**src/rtl/frt_pkg.sv**
```systemverilog
package frt_pkg;

    localparam logic [15:0] TIMEOUT_RESET = 16'd2000;

    localparam logic [2:0] STAT_SINGLE   = 3'd0;
    localparam logic [2:0] STAT_STORED   = 3'd1;
    localparam logic [2:0] STAT_COMPLETE = 3'd2;
    localparam logic [2:0] STAT_FULL     = 3'd3;
    localparam logic [2:0] STAT_SWEEP    = 3'd4;

    localparam logic ACT_FRAGMENT = 1'b0;
    localparam logic ACT_SWEEP    = 1'b1;

    typedef struct packed {
        logic        action;
        logic [31:0] now_ms;
        logic [31:0] source_id;
        logic [15:0] frame_seq;
        logic [7:0]  frag_index;
        logic        is_start;
        logic        is_end;
        logic        is_screen;
    } in_item_t;

    typedef struct packed {
        logic [2:0]  status;
        logic [31:0] out_source;
        logic [15:0] out_seq;
        logic [8:0]  frame_frags;
        logic [6:0]  slot_index;
        logic        from_camera;
        logic [7:0]  evicted;
    } out_item_t;

    typedef enum logic [1:0] {
        KIND_SINGLE,
        KIND_FRAG,
        KIND_SWEEP
    } kind_t;

    typedef struct packed {
        kind_t    kind;
        in_item_t item;
    } job_t;

    typedef enum logic [2:0] {
        ST_IDLE,
        ST_SCAN,
        ST_FETCH,
        ST_UPDATE,
        ST_RESULT
    } state_t;

endpackage

```
**src/rtl/frt_front.sv**
```systemverilog
module frt_front
    import frt_pkg::*;
(
    input  logic     clk,
    input  logic     rst_n,
    input  logic     req_valid,
    output logic     req_stall,
    input  in_item_t req,
    output logic     job_valid,
    input  logic     job_pop,
    output job_t     job
);

    job_t       q_reg [2];
    logic       wr_ptr_reg, wr_ptr_next;
    logic       rd_ptr_reg, rd_ptr_next;
    logic [1:0] count_reg, count_next;
    logic       push;
    logic       pop;
    job_t       classified;

    always_comb
    begin
        classified.item = req;
        if (req.action == ACT_SWEEP)
        begin
            classified.kind = KIND_SWEEP;
        end
        else if (req.is_start && req.is_end)
        begin
            classified.kind = KIND_SINGLE;
        end
        else
        begin
            classified.kind = KIND_FRAG;
        end
    end

    assign req_stall = (count_reg == 2'd2);
    assign push      = req_valid && !req_stall;
    assign job_valid = (count_reg != 2'd0);
    assign pop       = job_pop && job_valid;
    assign job       = q_reg[rd_ptr_reg];

    always_comb
    begin
        wr_ptr_next = push ? !wr_ptr_reg : wr_ptr_reg;
        rd_ptr_next = pop ? !rd_ptr_reg : rd_ptr_reg;
        count_next  = count_reg + 2'(push) - 2'(pop);
    end

    always_ff @(posedge clk)
    begin
        if (push)
        begin
            q_reg[wr_ptr_reg] <= classified;
        end
    end

    always_ff @(posedge clk or negedge rst_n)
    begin
        if (!rst_n)
        begin
            wr_ptr_reg <= 1'b0;
            rd_ptr_reg <= 1'b0;
            count_reg  <= 2'd0;
        end
        else
        begin
            wr_ptr_reg <= wr_ptr_next;
            rd_ptr_reg <= rd_ptr_next;
            count_reg  <= count_next;
        end
    end

endmodule

```
**config.mk**
```make
export PLATFORM = sky130hd
export DESIGN_NAME = frt_front
export DESIGN_NICKNAME = d
export VERILOG_FILES = /design/src/rtl/frt_pkg.sv /design/src/rtl/frt_front.sv
export SDC_FILE = /design/constraint.sdc
export NUM_CORES = 1
export LEC_CHECK = 0
export BUFFER_PORTS_ARGS = -buffer_cell sky130_fd_sc_hd__buf_2
export CELL_PAD_IN_SITES_DETAIL_PLACEMENT = 0
export CELL_PAD_IN_SITES_GLOBAL_PLACEMENT = 1
export CORE_MARGIN = 8
export CORE_UTILIZATION = 40
export CTS_CLUSTER_SIZE = 12
export DETAILED_ROUTE_END_ITERATION = 8
export GPL_ROUTABILITY_DRIVEN = 0
export GPL_TIMING_DRIVEN = 0
export PLACE_DENSITY = 0.8
export SLEW_MARGIN = 20
export SYNTH_ARGS = -nofsm -noshare
export SYNTH_HDL_FRONTEND = slang
export SYNTH_SLANG_ARGS = --single-unit
```
**constraint.sdc**
```tcl
create_clock -name clk -period 5 [get_ports clk]
set_input_delay 1 -clock clk [delete_from_list [all_inputs] [get_ports clk]]
set_output_delay 1 -clock clk [all_outputs]
set_load 0.02 [all_outputs]
```
* Word level (Yosys, flattened, before mapping)
Memory sizes are Yosys's and may differ from the RTL's. Index checks and enable logic that the tools add are counted. Widths: inputs -> output; s select.
Operators by class: mux-type cells 4, eq/ne operators 1, $add $sub $neg 2, reduce and logical (&&, ||, !) cells 7
Operator list (count):
- $logic_and 1x1->1 | 3
- $logic_not 1->1 | 3
- $mux 1 | 3
- $add 2x1->2 | 1
- $eq 2x2->1 const B | 1
- $mux 2 | 1
- $reduce_bool 2->1 | 1
- $sub 2x1->2 | 1
Storage, ports and cells: register bits 4, bits of input ports 96, word-level logic and storage cells 18, memories 1, memory bits (writable) 188
Memory list:
- q_reg | depth 2, bits a word 94, rd ports 1, clocked after Yosys merged registers in 0, wr ports 1, RTL line frt_front.sv:14 | job_t q_reg [2];

* Depth between registers and ports, before layout
Gate-level depths: netlist of the first run.
word-level depth 5, mapped depth 7, depth with buffers taken out 7

* Least setup slack after synthesis of the first run
No wires, ideal clock.
path kind input to register, start point input req_valid, end point memory q_reg[0][0] (netlist name), enable pin, path buffers 0, setup slack -0.513 ns, arrival time 4.968 ns, cell stages on the path 2, cell sequence nand2_1 nor2_1
Between the ends: longest elaborated chain between the ends 3
RTL lines:
- start: declaration | RTL line frt_front.sv:6 | input logic req_valid,
- $logic_and 1x1->1 | RTL line frt_front.sv:40 | assign push = req_valid && !req_stall;
- $mux 1 | RTL line frt_front.sv:54 | if (push)
- $mux 1 (not written as such) | RTL line frt_front.sv:56 | q_reg[wr_ptr_reg] <= classified;
- end: declaration | RTL line frt_front.sv:14
Every way passes these cells.

==> impl_results.rst, run 1 <==
.. list-table::
   :header-rows: 1

   * - Metric
     - Value
   * - Outcome
     - completed
   * - Vias/cell
     - 4.630
   * - Overall die width
     - 147.7 um
   * - Clk pin slew, worst setup/hold paths
     - 0.07 ns
   * - Number of global-route vias before repair
     - 3935
   * - Ranking of synthesized cells by instance count
     - 186 x edfxtp_1, 93 x mux2_2, 6 x buf_6, 4 x dfrtp_1
   * - Number of flops mapped to enable cells by yosys
     - 186
   * - Die Footprint
     - 21810 um2
   * - # port buffers
     - 191
   * - Worst clock skew
     - 0.009300 ns
   * - Maximum clock path buffer count
     - 2
   * - Area grow syn2layout
     - 27.37%
   * - Number of max-cap violations
     - 0
   * - Chip Height
     - 147.7 um
   * - Slowest cell delay on critical path
     - 0.40 ns
   * - Ys flop type
     - edfxtp_1
   * - Sum of net half-perimeters after detailed placement
     - 9769 um
   * - Max_slew headroom
     - 0.5351
   * - Power share of the combinational group
     - 0.348
   * - Post-synthesis instance area
     - 6935 um2
   * - Total via count in the routed design
     - 3533
   * - Final design area excluding fillers
     - 8833 um2
   * - Post-synthesis cell count
     - 309
   * - Worst setup SP type
     - flip-flop
   * - Worst Setup Slack post-DPL
     - 2.364 ns
   * - Asr flop ratio synth
     - 0.02105
   * - Number of buffers created by CTS
     - 17
   * - Flop pwr share
     - 0.419
   * - Total congestion overflow after global routing
     - 0
   * - CP cell instances
     - buf_4, buf_6, mux2_2, buf_2
   * - Initial Utilization
     - 0.4052
   * - Count of instances resized after the clock tree is built
     - 0
   * - CP delay by family, top
     - buffers and inverters
   * - Routed WL per cell
     - 18.01 um
   * - PD cells
     - 609.0 nW/um2
   * - Share of post-route cells with drive strength above 1
     - 0.6175
   * - Share of the synthesized area in the top cell type
     - 0.8053
   * - Core region area
     - 17120 um2
   * - Largest vdd supply drop
     - 0.0004162 V
   * - Worst-margin pin slew
     - 0.6956 ns
   * - I/O pin count
     - 192
   * - Maximum clock rate
     - 0.3598 GHz
   * - Number of hold violations in the final report
     - 0
   * - Total global routing track utilization
     - 0.1262
   * - Flip-flop count of the largest register after layout
     - 186
   * - Final Slew Violations
     - 0
   * - DP Area
     - 8280 um2
   * - Sequential-to-total area share from yosys stat
     - 0.8198
   * - Sw Share
     - 0.3268
   * - CTS H-tree depth
     - 4
   * - Highest net fanout along the worst path
     - 10
   * - Switching Power
     - 0.001758 W
   * - Leading post-synthesis cells by cell area
     - edfxtp_1 81%, mux2_2 15%, dfrtp_1 1.4%
   * - Clock power frac
     - 0.233
   * - Nets@finish
     - 621
   * - Internal power
     - 0.003621 W
   * - Root buf cell
     - clkbuf_16
   * - DR pass1 iterations
     - 4
   * - Unrepaired setup endpoints after global routing
     - false
   * - Final setup vio count
     - 0
   * - Syn Nets
     - 407
   * - Largest net degree at the start of global routing
     - 50
   * - Leakage power figure
     - 3.309 nW
   * - Clock net sink count
     - 190
   * - First-pass GRT wire length
     - 21040 um
   * - Post-CTS Setup Bufs
     - 0
   * - Synth area leader
     - edfxtp_1
   * - Count leader, synth
     - edfxtp_1
   * - Cell with the largest stage delay on the worst path
     - dfrtp_1
   * - Worst Hold Class
     - input pin to asynchronous set/reset pin
   * - Worst Path Buf+Inv
     - 3
   * - TritonCTS clock tree
     - built
   * - Number of DRC violations after detailed routing
     - 0
   * - Data arrival time of the critical path
     - 1.78 ns
   * - Element type at the critical path end
     - output port
   * - Data required, critical path
     - 4.00 ns
   * - Count of synthesis-stage warnings from yosys
     - 0
   * - Post-synthesis register bit count
     - 190
   * - Post-DRT Antenna Nets
     - 0
   * - Final critical-path setup slack
     - 2.221 ns
   * - Ratio of final minimum period to clock period
     - 0.5559
   * - Routed Wire Length
     - 13740 um
   * - Initial antenna violation count
     - 4
   * - Clock latency reported for the late side of the worst-skew pair
     - 0.42 ns
   * - Number of unique standard cell types used by synthesis
     - 17
   * - Final worst path period need
     - 2.779 ns
   * - Number of design-rule violations left by the first detailed-router iteration
     - 159
   * - Row count
     - 48
   * - Hold buffer count at CTS
     - 0
   * - Post-Synthesis Mean Instance Area
     - 22.44 um2
   * - Type of the worst setup path
     - flip-flop to output port
## through the flow
step,hold slack [ns],cells,utilization,TNS (ns),power (W)
6_report,0.3718,763,0.5161,0,0.005379
2_1_floorplan,0.4604,309,-,0,0.003560
4_1_cts,0.3547,761,0.5158,0,0.005473
3_3_place_gp,0.4868,725,0.4776,-21.09,0.004148
3_5_place_dp,0.4868,729,0.4838,0,0.004207
5_1_grt,0.3504,763,0.5161,0,0.005646
## power groups by stage
stage	logic (W)	clock network (W)	registers [W]
floorplan	0.00127	0	0.00229
global placement	0.00182	0	0.00233
detailed placement	0.00192	0	0.00229
CTS	0.00193	0.00129	0.00226
global route	0.00201	0.00135	0.00229
finish	0.00187	0.00125	0.00226
## placed cells by master, fill, tap and decap left out, types with 3 or more instances in the layout
cell type   netlist  routed
buf_6             6       6
xnor2_1           3       3
inv_6             0       4
clkinv_2          0       3
dfrtp_1           4       4
clkinvlp_4        0       3
buf_2             3     194
clkbuf_1          0       3
mux2_2           93      93
clkbuf_16         0      17
edfxtp_1        186     186
## area by class of cell
| class | count | area [um2] |
|---|---|---|
| Clock buffer | 20 | 436.7 |
| Fill cell | 1415 | 8283 |
| Clock inverter | 12 | 111.4 |
| Sequential cell | 190 | 5685 |
| Buffer | 11 | 97.59 |
| Tap cell | 225 | 281.5 |
| Antenna cell | 2 | 5.005 |
| Timing Repair Buffer | 195 | 1051 |
| Inverter | 2 | 7.507 |
| Multi-Input combinational cell | 106 | 1157 |
## per-layer routing
layer	up-vias	GRT usage	wire (um)
met5	-	0	23
met4	4	0.05456	235
met3	21	0.04983	1121
met2	118	0.2183	7041
met1	1731	0.1344	5317
li1	1659	-	-
## cells by family (layout without fill, tap and decap cells)
| kind of cell | Yosys count | after routing | synth area share |
|---|---|---|---|
| AOI/OAI and AO/OA | 1 | 1 | 0.0007209 |
| DFF | 190 | 190 | 0.8198 |
| buffers and inverters | 13 | 240 | 0.01515 |
| and+or+nand+nor | 6 | 6 | 0.004692 |
| adders and majority gates | 2 | 2 | 0.003608 |
| muxes | 93 | 93 | 0.1510 |
| other | 0 | 2 | 0 |
| xor gates and xnor gates | 4 | 4 | 0.005052 |
## worst paths after layout
check / from / end / slack (ns) / cells after the start
setup / recovery: rd_ptr_reg / job[34] / 2.22 / 4
max in group asynchronous: rst_n / count_reg[1] / 4.50 / 1
hold reg to reg: count_reg[1] / count_reg[1] / 0.51 / 1
setup reg to reg: count_reg[0] / q_reg[0][23] / 2.97 / 5
min in group clk: count_reg[1] / count_reg[1] / 0.51 / 1
hold / removal: rst_n / wr_ptr_reg / 0.37 / 1
No activity file was read; power rests on OpenSTA's default activity.
==> run 2, diff against run 1 <==
--- a/config.mk
+++ b/config.mk
@@ -5,6 +5,7 @@
 export SDC_FILE = /design/constraint.sdc
 export NUM_CORES = 1
 export LEC_CHECK = 0
+export ABC_AREA = 1
 export BUFFER_PORTS_ARGS = -buffer_cell sky130_fd_sc_hd__buf_2
 export CELL_PAD_IN_SITES_DETAIL_PLACEMENT = 0
 export CELL_PAD_IN_SITES_GLOBAL_PLACEMENT = 1
@@ -14,7 +15,7 @@
 export DETAILED_ROUTE_END_ITERATION = 8
 export GPL_ROUTABILITY_DRIVEN = 0
 export GPL_TIMING_DRIVEN = 0
-export PLACE_DENSITY = 0.8
+export PLACE_DENSITY = 0.81
 export SLEW_MARGIN = 20
 export SYNTH_ARGS = -nofsm -noshare
 export SYNTH_HDL_FRONTEND = slang
==> constraint.sdc (replaced) <==
create_clock -name clk -period 2.8 [get_ports clk]
set_input_delay 0.56 -clock clk [delete_from_list [all_inputs] [get_ports clk]]
set_output_delay 0.56 -clock clk [all_outputs]
set_load 0.02 [all_outputs]
==> impl_results.rst, run 2 <==
.. list-table::
   :header-rows: 1

   * - Metric
     - Value
   * - Power share of the combinational group
     - 0.372 (+0.024)
   * - Count of synthesis-stage warnings from yosys
     - 0 (unchanged)
   * - # port buffers
     - 191 (unchanged)
   * - Asr flop ratio synth
     - 0.02105 (unchanged)
   * - Count of instances resized after the clock tree is built
     - 0 (unchanged)
   * - Number of global-route vias before repair
     - 4624 (+18%)
   * - Number of max-cap violations
     - 0 (unchanged)
   * - Ranking of synthesized cells by instance count
     - 292 x nand2_1, 186 x edfxtp_1, 13 x buf_2, 9 x inv_1, 8 x buf_6
   * - Routed WL per cell
     - 15.86 um (-12%)
   * - Outcome
     - completed
   * - Number of flops mapped to enable cells by yosys
     - 186 (unchanged)
   * - Post-Synthesis Mean Instance Area
     - 13.49 um2 (-40%)
   * - Number of hold violations in the final report
     - 0 (unchanged)
   * - CP cell instances
     - buf_2, inv_2, buf_6, buf_6, nand2_1, nand2_1, buf_2
   * - Commonest cells after routing, fill and taps aside
     - 292 x nand2_1, 204 x buf_2, 186 x edfxtp_1
   * - Post-synthesis instance area
     - 7030 um2 (+1.4%)
   * - Final setup vio count
     - 0 (unchanged)
   * - Slowest cell delay on critical path
     - 0.36 ns (-0.04 ns)
   * - Max_slew headroom
     - 0.5402 (+0.005029)
   * - Data required, critical path
     - 2.24 ns (-1.76 ns)
   * - Total congestion overflow after global routing
     - 0 (unchanged)
   * - Final critical-path setup slack
     - 0.5977 ns (-1.623 ns)
   * - Number of filler instances in the final layout
     - 1490 (+5.3%)
   * - Nets@finish
     - 836 (+35%)
   * - Overall die width
     - 148.6 um (+0.61%)
   * - Area grow syn2layout
     - 28.19%
   * - Synth area leader
     - edfxtp_1
   * - Maximum clock rate
     - 0.4541 GHz
   * - Post-synthesis xor/xnor area fraction
     - 0 (-0.005051)
   * - Leading cell type in the layout, fill and taps excluded
     - nand2_1
   * - Element type at the critical path end
     - output port
   * - Leakage power figure
     - 3.926 nW (+19%)
   * - Clock latency reported for the late side of the worst-skew pair
     - 0.42 ns (about the same)
   * - Flip-flop count of the largest register after layout
     - 186 (unchanged)
   * - TritonCTS clock tree
     - built
   * - CTS H-tree depth
     - 4 (unchanged)
   * - Post-DRT Antenna Nets
     - 0 (unchanged)
   * - Leading post-synthesis cells by cell area
     - edfxtp_1 79%, nand2_1 16%, dfrtp_1 1.4%
   * - Worst Setup Slack post-DPL
     - 0.6295 ns (-1.734 ns)
   * - Filler-free cell count of the finished design
     - 976 (+28%)
   * - Largest vdd supply drop
     - 0.0005730 V (+38%)
   * - Clock power frac
     - 0.236 (+0.003)
   * - Worst setup SP type
     - flip-flop
   * - Worst hold margin
     - 0.3246 ns (-0.04715 ns)
   * - Unrepaired setup endpoints after global routing
     - false
   * - Number of buffers created by CTS
     - 17 (unchanged)
   * - Initial Utilization
     - 0.4079 (+0.002693)
   * - Setup slack of the most critical reg-to-reg path
     - 0.82 ns (-2.15 ns)
   * - Core region area
     - 17240 um2 (+0.70%)
   * - Type of the worst setup path
     - flip-flop to output port
   * - Initial antenna violation count
     - 2 (-2)
   * - Clk pin slew, worst setup/hold paths
     - 0.07 ns (about the same)
   * - Internal power
     - 0.006440 W (+78%)
   * - Share of the synthesized area in the top cell type
     - 0.7944 (-0.01089)
   * - Final design utilization
     - 0.5229 (+0.006784)
   * - Number of DRC violations after detailed routing
     - 0 (unchanged)
   * - Vias/cell
     - 4.495 (-2.9%)
   * - Chip Height
     - 148.6 um (+0.61%)
   * - Switching Power
     - 0.003777 W (+110%)
   * - Start point of the critical path
     - rd_ptr_reg
   * - Count leader, synth
     - nand2_1
   * - Sequential-to-total area share from yosys stat
     - 0.8087 (-0.01109)
   * - Worst Hold Class
     - input pin to flip-flop
   * - Worst reg2reg path startpoint
     - count_reg[1]
   * - Sw Share
     - 0.3697 (+0.04290)
   * - Ratio of final minimum period to clock period
     - 0.7865
   * - Post-synthesis register bit count
     - 190 (unchanged)
   * - Routed Wire Length
     - 15480 um (+13%)
   * - Sum of net half-perimeters after detailed placement
     - 11160 um (+14%)
   * - Worst clock skew
     - 0.008773 ns (-0.0005270 ns)
   * - Total via count in the routed design
     - 4387 (+24%)
   * - Cell with the largest stage delay on the worst path
     - dfrtp_1
   * - Post-CTS Setup Bufs
     - 0 (unchanged)
   * - Post-Synth Adder-Cell Area
     - 0.003559 (-0.00004880)
   * - Number of unique standard cell types used by synthesis
     - 12 (-5)
   * - Root buf cell
     - clkbuf_16
   * - Final Power
     - 0.01022 W (+90%)
   * - Share of post-route cells with drive strength above 1
     - 0.3356 (-0.2820)
   * - Row count
     - 48 (unchanged)
   * - PD cells
     - 1134 nW/um2 (+86%)
   * - Number of design-rule violations left by the first detailed-router iteration
     - 211 (+33%)
   * - Post-synthesis cell count
     - 521 (+69%)
   * - Critical hold path startpoint
     - req[18]
   * - Dominant combinational cell family by area after synthesis
     - simple AND/OR/NAND/NOR gates
   * - Final worst path period need
     - 2.202 ns
   * - Die Footprint
     - 22070 um2 (+1.2%)
   * - Total global routing track utilization
     - 0.1415 (+0.01535)
   * - Data arrival time of the critical path
     - 1.64 ns (-0.14 ns)
   * - Syn Nets
     - 619 (+52%)
   * - Post-Synth Simple-Gate Area
     - 0.1586 (+0.1539)
   * - DR pass1 iterations
     - 4 (unchanged)
   * - Complex-gate fraction of the synthesized area
     - 0.0007119 (-0.000009760)
   * - Ys flop type
     - edfxtp_1
   * - Portion of netlist area occupied by mux cells
     - 0 (-0.1510)
   * - Maximum clock path buffer count
     - 2 (unchanged)
   * - First-pass GRT wire length
     - 23830 um (+13%)
   * - Worst-margin pin slew
     - 0.6881 ns (-0.007526 ns)
   * - Highest net fanout along the worst path
     - 10 (unchanged)
   * - I/O pin count
     - 192 (unchanged)
   * - Largest net degree at the start of global routing
     - 33 (-34%)
   * - Flop pwr share
     - 0.392 (-0.027)
   * - Number of diodes
     - 0 (-2)
   * - Final Slew Violations
     - 0 (unchanged)
   * - Clock net sink count
     - 190 (unchanged)
   * - DP Cell Count
     - 943 (+29%)
-- run 2: final timing paths --
| check | end | depth (start not counted) |
|---|---|---|
| max | job[48] | 7 |
| min | q_reg[0][18] | 1 |
| max reg2reg | q_reg[1][4] | 5 |
| min reg2reg | wr_ptr_reg | 2 |
| max in group asynchronous | count_reg[1] | 2 |
| min in group asynchronous | count_reg[0] | 2 |
-- run 2: cell families after synthesis --
kind of cell             count (synthesis)
adder cells (fa/ha/maj)                  2
flip-flops                             190
AO/OA/AOI/OAI                            1
buffers and inverters                   32
AND/OR/NAND/NOR                        296
-- run 2: power by group through the flow --
stage / sequential [W] / clock, W / combinational, W
2_1_floorplan: 0.00407 / 0 / 0.00239
3_3_place_gp: 0.00410 / 0 / 0.00369
3_5_place_dp: 0.00407 / 0 / 0.00389
4_1_cts: 0.00401 / 0.00247 / 0.00390
5_1_grt: 0.00405 / 0.00259 / 0.00420
6_report: 0.00401 / 0.00241 / 0.00380
-- run 2: critical path, delay by kind of cell, from the launching register on --
kind                   cells  cell delay [ns]
buffers and inverters      5             0.72
flip-flops                 1             0.36
AND/OR/NAND/NOR            2             0.13
-- run 2: final cells by class --
cell class	count	area, um2	area share
Multi-Input combinational cell	299	1152	0.1279
Sequential cell	190	5685	0.6308
Timing Repair Buffer	198	1094	0.1213
Clock buffer	18	429.2	0.04762
Inverter	10	41.29	0.004581
Buffer	22	162.7	0.01805
Tap cell	225	281.5	0.03124
Clock inverter	14	166.4	0.01846
-- run 2: what timing repair did --
action | in CTS | in global routing
hold buffers | 1 | 0
setup endpoints to repair | 0 | 0
hold endpoints to repair | 4 | 0
-- run 2: through the flow --
stage / TNS [ns] / area (um2)
after global placement: -93.96 / 8279
after CTS: 0 / 9012
after global routing: 0 / 9012
after detailed placement: 0 / 8407
final: 0 / 9012
after floorplan: 0 / 7042
-- run 2: routing by layer --
metal,share of wire,GRT usage,vias up
li1,-,-,2186
met1,0.41,0.1588,2054
met2,0.50,0.2416,130
met3,0.082,0.06411,13
met4,0.0083,0.03264,4
met5,0.0019,0,-
==> run 3, diff against run 2 <==
--- a/config.mk
+++ b/config.mk
@@ -5,7 +5,7 @@
 export SDC_FILE = /design/constraint.sdc
 export NUM_CORES = 1
 export LEC_CHECK = 0
-export ABC_AREA = 1
+export ABC_AREA = 0
 export BUFFER_PORTS_ARGS = -buffer_cell sky130_fd_sc_hd__buf_2
 export CELL_PAD_IN_SITES_DETAIL_PLACEMENT = 0
 export CELL_PAD_IN_SITES_GLOBAL_PLACEMENT = 1
@@ -15,7 +15,7 @@
 export DETAILED_ROUTE_END_ITERATION = 8
 export GPL_ROUTABILITY_DRIVEN = 0
 export GPL_TIMING_DRIVEN = 0
-export PLACE_DENSITY = 0.81
+export PLACE_DENSITY = 0.8
 export SLEW_MARGIN = 20
 export SYNTH_ARGS = -nofsm -noshare
 export SYNTH_HDL_FRONTEND = slang
==> constraint.sdc (replaced) <==
create_clock -name clk -period 1.95 [get_ports clk]
set_input_delay 0.39 -clock clk [delete_from_list [all_inputs] [get_ports clk]]
set_output_delay 0.39 -clock clk [all_outputs]
set_load 0.02 [all_outputs]
==> impl_results.rst, run 3 (synthesis gave the netlist of run 1 again) <==
.. list-table::
   :header-rows: 1

   * - Metric
     - Value
   * - Power share of the combinational group
     - 0.353 (-0.019)
   * - Number of buffers created by CTS
     - 17 (unchanged)
   * - Area taken by multi-input logic gates
     - 1167 um2 (+1.3%)
   * - Worst reg2reg endpoint
     - count_reg[1]
   * - Final Slew Violations
     - 0 (unchanged)
   * - Slowest cell delay on critical path
     - 0.41 ns (+0.05 ns)
   * - Share of post-route cells with drive strength above 1
     - 0.6236 (+0.2881)
   * - Leading cell type in the layout, fill and taps excluded
     - buf_2
   * - Worst setup SP type
     - flip-flop
   * - First-pass GRT wire length
     - 21320 um (-11%)
   * - Maximum clock rate
     - 0.4881 GHz
   * - Final setup vio count
     - 80 (+80)
   * - Violated checks
     - setup timing
   * - Ratio of final minimum period to clock period
     - 1.051
   * - Flop pwr share
     - 0.405 (+0.013)
   * - Vias/cell
     - 4.630 (+3.0%)
   * - Sw Share
     - 0.3191 (-0.05058)
   * - Leakage power figure
     - 3.394 nW (-14%)
   * - Routed WL per cell
     - 18.14 um (+14%)
   * - Largest vdd supply drop
     - 0.0007588 V (+32%)
   * - Internal power
     - 0.009722 W (+51%)
   * - Total via count in the routed design
     - 3551 (-19%)
   * - Number of hold violations in the final report
     - 0 (unchanged)
   * - Flip-flop count of the largest register after layout
     - 186 (unchanged)
   * - Max_slew headroom
     - 0.6448 (+0.1047)
   * - Final design utilization
     - 0.5260 (+0.003157)
   * - CP cell instances
     - buf_12, buf_8, mux2_2, buf_2
   * - Largest net degree at the start of global routing
     - 48 (+45%)
   * - Total global routing track utilization
     - 0.1291 (-0.01242)
   * - Register Area
     - 5687 um2 (about the same)
   * - Overall die width
     - 147.7 um (-0.61%)
   * - Type of the worst setup path
     - flip-flop to output port
   * - Unrepaired setup endpoints after global routing
     - true
   * - Worst-margin pin slew
     - 0.5328 ns (-0.1554 ns)
   * - Die Footprint
     - 21810 um2 (-1.2%)
   * - Cells on Worst Hold Path
     - 1 (unchanged)
   * - Number of DRC violations after detailed routing
     - 0 (unchanged)
   * - Routed Wire Length
     - 13920 um (-10%)
   * - Clock latency reported for the late side of the worst-skew pair
     - 0.42 ns (about the same)
   * - Register-to-Register Path Depth
     - 7 (+2)
   * - CTS H-tree depth
     - 4 (unchanged)
   * - Number of design-rule violations left by the first detailed-router iteration
     - 130 (-38%)
   * - Highest net fanout along the worst path
     - 10 (unchanged)
   * - Initial antenna violation count
     - 2 (unchanged)
   * - Total congestion overflow after global routing
     - 0 (unchanged)
   * - Post-DRT Antenna Nets
     - 0 (unchanged)
   * - Area grow syn2layout
     - 29.82%
   * - Final critical-path setup slack
     - -0.09877 ns (-0.6964 ns)
   * - Worst clock skew
     - 0.005850 ns (-0.002924 ns)
   * - Core region area
     - 17120 um2 (-0.70%)
   * - Outcome
     - finished with violations
   * - Chip Height
     - 147.7 um (-0.61%)
   * - Setup slack of the most critical reg-to-reg path
     - 0.15 ns (-0.67 ns)
   * - Switching Power
     - 0.004557 W (+21%)
   * - Data required, critical path
     - 1.56 ns (-0.68 ns)
   * - Clock net sink count
     - 190 (unchanged)
   * - Sum of net half-perimeters after detailed placement
     - 9818 um (-12%)
   * - Root buf cell
     - clkbuf_16
   * - Critical hold path startpoint
     - req[19]
   * - Cell with the largest stage delay on the worst path
     - dfrtp_2
   * - Number of global-route vias before repair
     - 3961 (-14%)
   * - Clk pin slew, worst setup/hold paths
     - 0.07 ns (about the same)
   * - PD cells
     - 1586 nW/um2 (+40%)
   * - Final Power
     - 0.01428 W (+40%)
   * - Element type at the critical path end
     - output port
   * - Worst Hold Class
     - input pin to flip-flop
   * - Worst Hold Path EP
     - q_reg[0][19]
   * - I/O pin count
     - 192 (unchanged)
   * - Data arrival time of the critical path
     - 1.66 ns (+0.02 ns)
   * - Clock power frac
     - 0.241 (+0.005)
   * - Commonest cells after routing, fill and taps aside
     - 188 x buf_2, 186 x edfxtp_1, 93 x mux2_2
   * - Maximum clock path buffer count
     - 2 (unchanged)
   * - Final worst path period need
     - 2.049 ns
   * - DR pass1 iterations
     - 4 (unchanged)
   * - Number of diodes
     - 0 (unchanged)
   * - # port buffers
     - 191 (unchanged)
   * - Nets@finish
     - 627 (-25%)
   * - Worst reg2reg path startpoint
     - count_reg[1]
   * - Number of filler instances in the final layout
     - 1417 (-4.9%)
   * - Initial Utilization
     - 0.4052 (-0.002693)
   * - Row count
     - 48 (unchanged)
   * - TritonCTS clock tree
     - built
   * - Number of max-cap violations
     - 0 (unchanged)
## run 3: cell count changes in the layout (fill, tap and decap cells not counted), moves of 5 or more
cell / before / now
mux2_2: 0 / 93
buf_4: 1 / 9
buf_2: 204 / 188
inv_1: 8 / 2
nand2_1: 292 / 0
buf_6: 8 / 3
## run 3: worst max-delay path by stage
| stage | depth (start not counted) | start | end |
|---|---|---|---|
| global placement | 3 | count_reg[1] | q_reg[0][22] |
| CTS | 4 | rd_ptr_reg | job[37] |
| global route | 4 | rd_ptr_reg | job[44] |
| finish | 4 | rd_ptr_reg | job[48] |
| floorplan | 3 | count_reg[1] | q_reg[0][0] |
| detailed placement | 5 | count_reg[1] | q_reg[0][33] |
## run 3: critical path, delay by kind of cell (launching register included)
kind                   cells  cell delay [ns]
buffers and inverters      3             0.49
flip-flops                 1             0.41
multiplexers               1             0.34
## run 3: timing repair
item | 4_1_cts | 5_1_grt
setup buffers | 2 | 3
cloned | 0 | 1
pin swaps | 0 | 2
endpoints found under the setup margin | 94 | 189
hold buffers | 1 | 0
endpoints found under the hold margin | 4 | 0
gates resized for setup | 13 | 7
## run 3: per-stage QoR
| step | hold slack [ns] | instance area [um2] | std cells | setup TNS [ns] | setup WS, ns |
|---|---|---|---|---|---|
| after detailed placement | 0.2018 | 8318 | 730 | 0 | 0.03498 |
| after floorplan | 0.09441 | 6947 | 309 | -58.91 | -0.4476 |
| final | 0.1522 | 9004 | 767 | -5.860 | -0.09877 |
| after CTS | 0.1316 | 8979 | 765 | -10.73 | -0.1525 |
| after global routing | 0.1227 | 9004 | 767 | -13.48 | -0.1931 |
| after global placement | 0.1960 | 8184 | 725 | -181.08 | -1.178 |
## run 3: per-layer routing
metal  share of wire  global-route usage  vias up
met2            0.54              0.2278      118
met1            0.37              0.1347     1745
met3           0.084             0.05564       15
li1                -                   -     1669
met4           0.010             0.04589        4
met5          0.0015                   0        -
## run 3: cell type report
class                           instances  area share
Timing Repair Buffer                  202      0.1284
Clock buffer                           17     0.04725
Inverter                                2   0.0008338
Tap cell                              225     0.03127
Sequential cell                       190      0.6316
Buffer                                  9     0.01237
Multi-Input combinational cell        107      0.1297
Clock inverter                         15     0.01862
## run 3: power by group through the flow
stage	Clock [W]	Sequential (W)	Combinational [W]
final	0.00345	0.00579	0.00504
after floorplan	0	0.00583	0.00326
after global routing	0.00368	0.00588	0.00541
after detailed placement	0	0.00588	0.00497
after CTS	0.00354	0.00580	0.00513
after global placement	0	0.00589	0.00468
